**config.mk**
```make
export PLATFORM = sky130hd
export DESIGN_NAME = cycle_count_to_microsecond_timestamp
export DESIGN_NICKNAME = d
export VERILOG_FILES = /design/src/hdl/cctm_pkg.sv /design/src/hdl/cycle_count_to_microsecond_timestamp.sv /design/src/hdl/cctm_seq.sv
export SDC_FILE = /design/constraint.sdc
export NUM_CORES = 1
export LEC_CHECK = 0
export BUFFER_PORTS_ARGS = -buffer_cell sky130_fd_sc_hd__buf_2
export CORE_MARGIN = 2
export CORE_UTILIZATION = 35
export CTS_CLUSTER_DIAMETER = 80
export DETAILED_ROUTE_END_ITERATION = 16
export SYNTH_ARGS = -nofsm -noshare
export SYNTH_HDL_FRONTEND = slang
export SYNTH_SLANG_ARGS = --single-unit
export TNS_END_PERCENT = 5
```
**constraint.sdc**
```tcl
create_clock -name clk -period 9.3 [get_ports clk]
set_input_delay 1.86 -clock clk [delete_from_list [all_inputs] [get_ports clk]]
set_output_delay 1.86 -clock clk [all_outputs]
set_load 0.05 [all_outputs]
```
**src/hdl/cctm_pkg.sv**
```systemverilog
// Shared types, constants and microcode table for the cycle-count timestamp block.
package cctm_pkg;

	localparam int CNT_W     = 32;
	localparam int TS_W      = 64;
	localparam int MUL_W     = 20;
	localparam int PROD_W    = CNT_W + MUL_W;
	localparam int DVD_W     = PROD_W + 1;
	localparam int DIV_STEPS = DVD_W;
	localparam int STEP_W    = $clog2(DIV_STEPS);
	localparam int PC_W      = 4;
	localparam int ADDR_W    = 3;
	localparam int DATA_W    = 32;

	localparam logic [MUL_W-1:0] MICROS_PER_SEC    = MUL_W'(1000000);
	localparam logic [CNT_W-1:0] CORE_CLOCK_HZ_RST = CNT_W'(84000000);
	localparam logic             REG_CORE_CLOCK_HZ = 1'b0;
	localparam logic             CMD_INIT          = 1'b1;

	typedef logic [PC_W-1:0] pc_t;

	localparam pc_t PC_WAIT  = PC_W'(0);
	localparam pc_t PC_TCMD  = PC_W'(1);
	localparam pc_t PC_TINIT = PC_W'(2);
	localparam pc_t PC_MUL   = PC_W'(3);
	localparam pc_t PC_LOAD  = PC_W'(4);
	localparam pc_t PC_DIV   = PC_W'(5);
	localparam pc_t PC_ACCUM = PC_W'(6);
	localparam pc_t PC_INIT  = PC_W'(7);
	localparam pc_t PC_ZERO  = PC_W'(8);
	localparam pc_t PC_EMIT  = PC_W'(9);

	typedef enum logic [3:0] {
		OP_WAIT,
		OP_NOP,
		OP_MUL,
		OP_LOAD,
		OP_DIV,
		OP_ACCUM,
		OP_INIT,
		OP_ZERO,
		OP_EMIT
	} op_t;

	typedef enum logic [2:0] {
		C_NONE,
		C_NO_INPUT,
		C_CMD,
		C_NOT_INIT,
		C_DIV_MORE,
		C_OUT_BUSY
	} cond_t;

	typedef struct packed {
		op_t   op;
		cond_t cond;
		pc_t   jmp;
		pc_t   nxt;
	} ucode_t;

	typedef struct packed {
		logic in_valid;
		logic cmd;
		logic init;
		logic div_more;
		logic out_busy;
	} seq_stat_t;

	function automatic ucode_t ucode_rom(input pc_t pc);
		ucode_t w;
		unique case (pc)
			PC_WAIT:  w = '{OP_WAIT,  C_NO_INPUT, PC_WAIT, PC_TCMD};
			PC_TCMD:  w = '{OP_NOP,   C_CMD,      PC_INIT, PC_TINIT};
			PC_TINIT: w = '{OP_NOP,   C_NOT_INIT, PC_ZERO, PC_MUL};
			PC_MUL:   w = '{OP_MUL,   C_NONE,     PC_WAIT, PC_LOAD};
			PC_LOAD:  w = '{OP_LOAD,  C_NONE,     PC_WAIT, PC_DIV};
			PC_DIV:   w = '{OP_DIV,   C_DIV_MORE, PC_DIV,  PC_ACCUM};
			PC_ACCUM: w = '{OP_ACCUM, C_NONE,     PC_WAIT, PC_EMIT};
			PC_INIT:  w = '{OP_INIT,  C_NONE,     PC_WAIT, PC_EMIT};
			PC_ZERO:  w = '{OP_ZERO,  C_NONE,     PC_WAIT, PC_EMIT};
			PC_EMIT:  w = '{OP_EMIT,  C_OUT_BUSY, PC_EMIT, PC_WAIT};
			default:  w = '{OP_NOP,   C_NONE,     PC_WAIT, PC_WAIT};
		endcase
		return w;
	endfunction

endpackage

```
**src/hdl/cycle_count_to_microsecond_timestamp.sv**
```systemverilog
// Top level: cycle-counter samples to a 64-bit microsecond timestamp.
// Steps for an initialized sample: multiply, load, a 53-step bit-serial divide, accumulate,
// emit; init goes through the init step and emit, a sample before init through zero and emit.
// A new transaction is taken only in the wait step, after the previous one has left the emit step.
// A finished result waits in the output register while the next item is taken.
// Reset: arst_n clears the sequencer, state and output valid; core_clock_hz returns to 84000000.
module cycle_count_to_microsecond_timestamp (
	input  logic                         clk,
	input  logic                         arst_n,
	input  logic                         s_tvalid,
	output logic                         s_tready,
	input  logic [cctm_pkg::CNT_W-1:0]   s_tdata,  // cycle_count
	input  logic                         s_tuser,  // cmd
	output logic                         m_tvalid,
	input  logic                         m_tready,
	output logic [cctm_pkg::TS_W-1:0]    m_tdata,  // elapsed_us
	input  logic                         psel,
	input  logic                         penable,
	input  logic                         pwrite,
	input  logic [cctm_pkg::ADDR_W-1:0]  paddr,
	input  logic [cctm_pkg::DATA_W-1:0]  pwdata,
	output logic [cctm_pkg::DATA_W-1:0]  prdata,
	output logic                         pready
);
	import cctm_pkg::*;

	op_t        op;
	seq_stat_t  stat;

	logic [CNT_W-1:0]  hz_q;
	logic [CNT_W-1:0]  dvs;
	logic              init_q;
	logic              cmd_q;
	logic [CNT_W-1:0]  count_q;
	logic [CNT_W-1:0]  last_q;
	logic [CNT_W-1:0]  keep_rem_q;
	logic [TS_W-1:0]   elapsed_q;
	logic [PROD_W-1:0] prod_q;
	logic [DVD_W-1:0]  quo_q;
	logic [CNT_W-1:0]  rem_q;
	logic [STEP_W-1:0] cnt_q;
	logic [TS_W-1:0]   res_q;
	logic              out_valid_q;
	logic [TS_W-1:0]   out_data_q;

	logic [CNT_W-1:0]  delta;
	logic [CNT_W:0]    trial;
	logic [CNT_W:0]    diff;
	logic              ge;
	logic [CNT_W-1:0]  rem_n;
	logic [TS_W-1:0]   sum;
	logic              out_free;
	logic              cfg_wr;

	// config port
	assign pready = 1'b1;
	assign cfg_wr = psel && penable && pwrite && pready && (paddr[2] == REG_CORE_CLOCK_HZ);
	assign prdata = (paddr[2] == REG_CORE_CLOCK_HZ) ? hz_q : '0;

	always_ff @(posedge clk or negedge arst_n) begin
		if (!arst_n) begin
			hz_q <= CORE_CLOCK_HZ_RST;
		end else if (cfg_wr) begin
			hz_q <= pwdata;
		end
	end

	assign dvs = (hz_q == '0) ? CNT_W'(1) : hz_q;

	cctm_seq u_seq (
		.clk    (clk),
		.arst_n (arst_n),
		.stat   (stat),
		.op     (op)
	);

	assign out_free      = !out_valid_q || m_tready;
	assign stat.in_valid = s_tvalid;
	assign stat.cmd      = (cmd_q == CMD_INIT);
	assign stat.init     = init_q;
	assign stat.div_more = (cnt_q != '0);
	assign stat.out_busy = !out_free;

	assign s_tready = (op == OP_WAIT);

	// datapath
	assign delta = count_q - last_q;
	assign trial = {rem_q, quo_q[DVD_W-1]};
	assign ge    = trial >= {1'b0, dvs};
	assign diff  = trial - {1'b0, dvs};
	assign rem_n = ge ? diff[CNT_W-1:0] : trial[CNT_W-1:0];
	assign sum   = elapsed_q + TS_W'(quo_q);

	always_ff @(posedge clk) begin
		unique case (op)
			OP_WAIT: begin
				if (s_tvalid) begin
					count_q <= s_tdata;
				end
			end
			OP_MUL: begin
				prod_q <= PROD_W'(delta) * PROD_W'(MICROS_PER_SEC);
			end
			OP_LOAD: begin
				quo_q <= {1'b0, prod_q} + DVD_W'(keep_rem_q);
				rem_q <= '0;
			end
			OP_DIV: begin
				quo_q <= {quo_q[DVD_W-2:0], ge};
				rem_q <= rem_n;
			end
			OP_ACCUM: begin
				res_q <= sum;
			end
			OP_INIT, OP_ZERO: begin
				res_q <= '0;
			end
			OP_EMIT: begin
				if (out_free) begin
					out_data_q <= res_q;
				end
			end
			default: begin
			end
		endcase
	end

	always_ff @(posedge clk or negedge arst_n) begin
		if (!arst_n) begin
			cmd_q       <= 1'b0;
			init_q      <= 1'b0;
			last_q      <= '0;
			keep_rem_q  <= '0;
			elapsed_q   <= '0;
			cnt_q       <= '0;
			out_valid_q <= 1'b0;
		end else begin
			if (op == OP_WAIT && s_tvalid) begin
				cmd_q <= s_tuser;
			end
			if (op == OP_LOAD) begin
				cnt_q <= STEP_W'(DIV_STEPS - 1);
			end else if (op == OP_DIV && cnt_q != '0) begin
				cnt_q <= cnt_q - STEP_W'(1);
			end
			if (op == OP_ACCUM) begin
				elapsed_q  <= sum;
				keep_rem_q <= rem_q;
				last_q     <= count_q;
			end
			if (op == OP_INIT && !init_q) begin
				init_q     <= 1'b1;
				elapsed_q  <= '0;
				keep_rem_q <= '0;
				last_q     <= '0;
			end
			if (op == OP_EMIT && out_free) begin
				out_valid_q <= 1'b1;
			end else if (m_tready) begin
				out_valid_q <= 1'b0;
			end
		end
	end

	assign m_tvalid = out_valid_q;
	assign m_tdata  = out_data_q;

	a_init_sticks: assert property (@(posedge clk) disable iff (!arst_n)
		init_q |=> init_q)
		else $error("initialized flag dropped");

	a_init_cmd_sets: assert property (@(posedge clk) disable iff (!arst_n)
		(s_tvalid && s_tready && (s_tuser == CMD_INIT)) |-> ##3 init_q)
		else $error("init transaction did not set initialized");

	a_result_from_emit: assert property (@(posedge clk) disable iff (!arst_n)
		$rose(m_tvalid) |-> $past(op == OP_EMIT))
		else $error("result appeared outside emit step");

	a_div_count_range: assert property (@(posedge clk) disable iff (!arst_n)
		(op == OP_DIV) |-> (cnt_q <= STEP_W'(DIV_STEPS - 1)))
		else $error("divider step count out of range");

endmodule

```
**src/hdl/cctm_seq.sv**
```systemverilog
// Microcode sequencer: step counter, control ROM and conditional jumps.
module cctm_seq (
	input  logic               clk,
	input  logic               arst_n,
	input  cctm_pkg::seq_stat_t stat,
	output cctm_pkg::op_t      op
);
	import cctm_pkg::*;

	pc_t    pc_q;
	pc_t    pc_n;
	ucode_t word;
	logic   take;

	assign word = ucode_rom(pc_q);
	assign op   = word.op;

	always_comb begin
		unique case (word.cond)
			C_NONE:     take = 1'b0;
			C_NO_INPUT: take = !stat.in_valid;
			C_CMD:      take = stat.cmd;
			C_NOT_INIT: take = !stat.init;
			C_DIV_MORE: take = stat.div_more;
			C_OUT_BUSY: take = stat.out_busy;
			default:    take = 1'b0;
		endcase
	end

	always_comb begin
		pc_n = take ? word.jmp : word.nxt;
	end

	always_ff @(posedge clk or negedge arst_n) begin
		if (!arst_n) begin
			pc_q <= PC_WAIT;
		end else begin
			pc_q <= pc_n;
		end
	end

endmodule

```
==> flow_metrics.py, run 1 <==
metrics = {
    "setup_path": {
        "cp-startpoint": "last_q[0]",
        "crit_fanout": 9,
        "reg2reg_slack_ps": 780,
        "worstRegToRegCells": 32,
        "critical_path_required_ps": 9670,
        "crit_type": "flop to flop",
        "crit_path_frequent_cell": "fa_1",
        "critPathLaunchType": "flop",
        "worstReg2RegEnd": "prod_q[50]",
        "worstSetupEndpointType": "flop",
        "cpPeakStageDelay_ps": 830,
        "arrival_ps": 8890,
        "r2r-start": "last_q[0]",
        "crit_slowest_cell": "xnor2_1",
    },
    "timing": {
        "rsz0062_at_grt": "no",
        "finalSetupViolCount": 0,
        "fin_setup_tns_ps": 0,
        "skew_ps": 27.2,
        "max_slew_margin_pct": 23.0,
        "fin_crit_sh_pct": 91.6,
        "fin_crit_ps": 8520,
        "worst_pin_slew_ps": 1160,
        "finalHoldViolCount": 0,
        "slew_violations": 0,
        "fmax_mhz": 117,
    },
    "cts": {
        "cts.sinks": 464,
        "cts_max_level": 2,
        "cts-resized-gates": 0,
        "cts_tree": "built",
        "cts_setup_buffers": 0,
        "cts_buffers": 54,
        "cts_root_buf": "clkbuf_16",
        "clk_pin_slew_ps": 60,
        "cts_hold_buf": 0,
        "clk_path_buf_depth": 3,
        "worstSkewPairLatency_ps": 640,
    },
    "global_routing": {
        "busiest_layer": "met2",
        "overflow": 0,
        "globalRouteMet1Util_pct": 22.1,
        "antenna_found_initial": 1,
        "grt_pass1_vias": 22697,
        "grtUsageMet2_pct": 24.3,
        "grt_pass1_wl_um": 120000,
        "grt_max_degree": 86,
        "grtUsageMet3_pct": 1.99,
        "track_usage_pct": 15.5,
    },
    "layout": {
        "final_nets": 3890,
        "syn_to_final_growth_pct": 12.7,
        "n_antenna_cell": 0,
        "drive_above_1_share_pct": 10.5,
        "fillers": 9046,
        "multi_input_area_mm2": 0.0178,
        "ff_latch_area_mm2": 0.0131,
    },
    "logic_synthesis": {
        "synthTopCellsByCount": "inv_1 (341), ha_1 (296), edfxtp_1 (291), nand2_1 (256), nor2_1 (251)",
        "synth_top_area_share_pct": 26.9,
        "yosys-top-cells-area": "edfxtp_1 (27%), dfrtp_1 (13%), ha_1 (11%)",
        "seq_area_frac_synth_pct": 40.2,
        "synth.distinct_cells": 83,
        "synth.most_common_cell": "inv_1",
        "synth_edf_count": 291,
        "syn-num-nets": 3740,
        "syn_avg_cell_area_um2": 10.0,
        "synthFlopType": "edfxtp_1",
        "synth_area_mm2": 0.0325,
        "synth_seq_cells": 464,
        "ys_async_sr_fraction_pct": 37.3,
        "yosysTopAreaCell": "edfxtp_1",
        "syn_inst": 3245,
        "yosys_warnings": 0,
    },
    "drt": {
        "vias": 22999,
        "drt_iter0_drc": 1349,
        "drc": 0,
        "avgRoutedWirePerCell_um": 15.6,
        "wirelength_um": 73200,
        "avgViaCountPerCell": 4.91,
        "first_pass_iters": 7,
        "ant_nets": 0,
    },
    "die": {
        "row_count": 111,
        "chipHeight_um": 309,
        "start_util_pct": 35.4,
        "core_area_mm2": 0.0918,
        "die_w_um": 309,
        "dieArea_mm2": 0.0953,
        "pin_count": 174,
    },
    "run": {
        "maxCapViolations": 0,
    },
    "hold_path": {
        "min_path_type": "flop to flop",
        "worstHoldStart": "res_q[37]",
        "hold-path-cell-count": 0,
        "hold_end": "m_tdata[37]",
    },
    "placement": {
        "io_buffers": 170,
        "place_congestion": 0.891,
        "dp_hpwl_um": 55900,
    },
    "run_status": {
        "outcome": "finished, final reports clean",
    },
}
## final cells by class
cell class,count,area share [%]
clock buffers,72,3.96
clock inverters,30,0.991
inverters,343,3.52
multi-input cells,2328,48.5
flip-flops and latches,464,35.7
well taps,1243,4.25
repair buffers,204,3.04
## layout by cell type (no fill, tap or decap), types with 16 or more instances in the layout
master     instances
nand2_1          254
clkbuf_16         55
nor3_1            27
o21a_1            35
mux2_2            35
o21ai_0          186
a22o_1            79
nand3_1           66
a211oi_1          23
a21oi_1          233
and3_1            20
fa_1             124
nor2b_1           72
a21o_1            93
xor2_1            87
buf_4             34
buf_2            169
o21bai_1          29
edfxtp_1         291
xnor2_1          139
nor2_1           246
dfrtp_1          164
inv_1            341
clkbuf_1          16
ha_1             296
nand2b_1          29
a31oi_1           23
nand4_1           33
## worst max-delay path by stage
stage	endpoint	cells past startpoint
2_1_floorplan	prod_q[50]	32
3_3_place_gp	prod_q[50]	32
3_5_place_dp	prod_q[50]	32
4_1_cts	prod_q[50]	32
5_1_grt	prod_q[50]	31
6_report	prod_q[50]	32
## cell families after synthesis
kind of cell	after synthesis	share of synthesized area [%]
compound gates	816	16.2
buf+inv	453	5.29
fa+ha+maj	422	19.1
flops	464	40.2
other cells	1	0.0115
mux	37	1.27
xor+xnor	226	6.09
simple gates	826	11.8
## flip-flops by register name, summed over array words and instances, names as in the netlist
register    flops
m_tdata        64
u_seq.pc_q      4
cmd_q           1
rem_q          32
res_q          64
hz_q           32
elapsed_q      64
cnt_q           6
init_q          1
keep_rem_q     32
quo_q          53
m_tvalid        1
last_q         32
prod_q         46
count_q        32
## metrics by stage
| step | instances | setup slack, ps | cell area (um^2) | utilization [%] | hold WS (ps) |
|---|---|---|---|---|---|
| after floorplan | 3245 | 1500 | 32500 | - | 400 |
| after global placement | 4582 | 845 | 34800 | 37.9 | 404 |
| after detailed placement | 4582 | 800 | 34800 | 37.9 | 405 |
| after CTS | 4684 | 781 | 36600 | 39.9 | 415 |
| after global routing | 4684 | 219 | 36600 | 39.9 | 425 |
| final | 4684 | 781 | 36600 | 39.9 | 416 |
## routing by layer
| metal | vias up | share of wire, % |
|---|---|---|
| li1 | 11742 | - |
| met1 | 10826 | 49 |
| met2 | 333 | 45 |
| met3 | 98 | 3.5 |
| met4 | 0 | 2.8 |
| met5 | - | 0 |
## critical path: cells and delay by family, from the launching register on
| family | cells | cell delay (ps) |
|---|---|---|
| AO/OA/AOI/OAI | 13 | 2530 |
| XOR/XNOR | 4 | 1550 |
| adder cells (fa/ha/maj) | 8 | 3220 |
| buffers and inverters | 4 | 180 |
| flip-flops | 1 | 380 |
| AND/OR/NAND/NOR | 3 | 410 |
Power of run 1 is left out: the tool's default activity adds up to more than one toggle a clock period on the data nets, which glitch-free logic cannot reach.
==> run 2, diff against run 1 <==
==> constraint.sdc (replaced) <==
create_clock -name clk -period 9.3 [get_ports clk]
set_input_delay 2.79 -clock clk [delete_from_list [all_inputs] [get_ports clk]]
set_output_delay 2.79 -clock clk [all_outputs]
set_load 0.05 [all_outputs]
==> flow_metrics.py, run 2 (synthesis gave the netlist of run 1 again) <==
metrics = {
    "die": {
        "dieArea_mm2": 0.0953,
        "core_area_mm2": 0.0918,
        "pin_count": 174,
        "die_w_um": 309,
        "start_util_pct": 35.4,
        "chipHeight_um": 309,
        "row_count": 111,
    },
    "drt": {
        "drc": 0,
        "first_pass_iters": 5,
        "wirelength_um": 73300,
        "ant_nets": 0,
        "drt_iter0_drc": 1391,
        "vias": 23222,
        "avgViaCountPerCell": 4.96,
        "avgRoutedWirePerCell_um": 15.7,
    },
    "cts": {
        "cts_hold_buf": 0,
        "clk_pin_slew_ps": 60,
        "worstSkewPairLatency_ps": 620,
        "cts_setup_buffers": 0,
        "cts_max_level": 2,
        "cts_tree": "built",
        "cts_root_buf": "clkbuf_16",
        "cts-resized-gates": 0,
        "cts.sinks": 464,
        "clk_path_buf_depth": 3,
        "cts_buffers": 53,
    },
    "run": {
        "maxCapViolations": 0,
    },
    "placement": {
        "place_congestion": 0.888,
        "io_buffers": 170,
        "dp_hpwl_um": 56100,
    },
    "timing": {
        "finalSetupViolCount": 0,
        "fmax_mhz": 118,
        "finalHoldViolCount": 0,
        "max_slew_margin_pct": 21.8,
        "slew_violations": 0,
        "fin_crit_ps": 8440,
        "fin_setup_tns_ps": 0,
        "fin_crit_sh_pct": 90.7,
        "worst_pin_slew_ps": 1170,
        "skew_ps": 37.2,
        "rsz0062_at_grt": "no",
    },
    "setup_path": {
        "crit_slowest_cell": "xnor2_1",
        "critical_path_required_ps": 9640,
        "arrival_ps": 8780,
        "critPathLaunchType": "flop",
        "cp.depth": 32,
        "critPathTopFamily": "adder cells",
        "crit_path_frequent_cell": "fa_1",
        "worstSetupEndpointType": "flop",
        "worstRegToRegCells": 32,
        "crit_fanout": 9,
        "path_buf_inv": 4,
        "crit_type": "flop to flop",
        "cpPeakStageDelay_ps": 850,
    },
    "global_routing": {
        "grt_pass1_wl_um": 120000,
        "track_usage_pct": 15.4,
        "grt_pass1_vias": 22835,
        "grt_max_degree": 104,
        "antenna_found_initial": 1,
        "overflow": 0,
    },
    "layout": {
        "n_antenna_cell": 0,
        "drive_above_1_share_pct": 10.6,
        "final_nets": 3886,
        "final_common_cell": "inv_1",
        "fillers": 9023,
        "syn_to_final_growth_pct": 12.7,
        "layout.cells.most_common_list": "inv_1 (341), ha_1 (296), edfxtp_1 (291)",
    },
    "hold_path": {
        "min_path_type": "flop to flop",
        "hold-path-cell-count": 0,
    },
    "run_status": {
        "outcome": "finished, final reports clean",
    },
}
run 2: layer usage:
layer | global-route usage [%] | vias up | wire length, um
met5 | 0 | - | 0
met4 | 4.40 | 0 | 1880
met3 | 1.84 | 98 | 2650
met2 | 25.0 | 346 | 33000
met1 | 21.6 | 11027 | 35800
li1 | - | 11751 | -
run 2: worst register-to-register path: cells and delay by family (launching register included):
family	cells	cell delay, ps
XOR/XNOR	4	1460
flip-flops	1	390
buffers and inverters	4	180
AO/OA/AOI/OAI	13	2450
AND/OR/NAND/NOR	3	400
adder cells (fa/ha/maj)	8	3290
run 2: cell type report:
type | instances | area (um^2) | share of cell area [%]
flip-flops and latches | 464 | 13100 | 35.7
clock buffers | 70 | 1440 | 3.93
inverters | 343 | 1290 | 3.52
multi-input cells | 2328 | 17800 | 48.5
well taps | 1243 | 1560 | 4.25
clock inverters | 30 | 384 | 1.05
repair buffers | 201 | 1100 | 3.01
run 2: path summary, 6_finish.rpt:
check	startpoint	endpoint	slack, ps
max	last_q[0]	prod_q[50]	860
min	res_q[23]	m_tdata[23]	410
max reg2reg	last_q[0]	prod_q[50]	860
min reg2reg	res_q[23]	m_tdata[23]	410
max in group asynchronous	arst_n	elapsed_q[44]	5980
min in group asynchronous	arst_n	hz_q[30]	2170
run 2: through the flow:
step                utilization, %  hold slack, ps  cells  area [um^2]  setup WS (ps)
finish                        39.9             412   4679        36600            860
global route                  39.9             412   4679        36600            173
CTS                           39.9             410   4679        36600            832
detailed placement            37.9             405   4579        34800            877
global placement              37.9             403   4579        34800            835
floorplan                        -             400   3245        32500           1500
Power of run 2 is left out for the same reason.
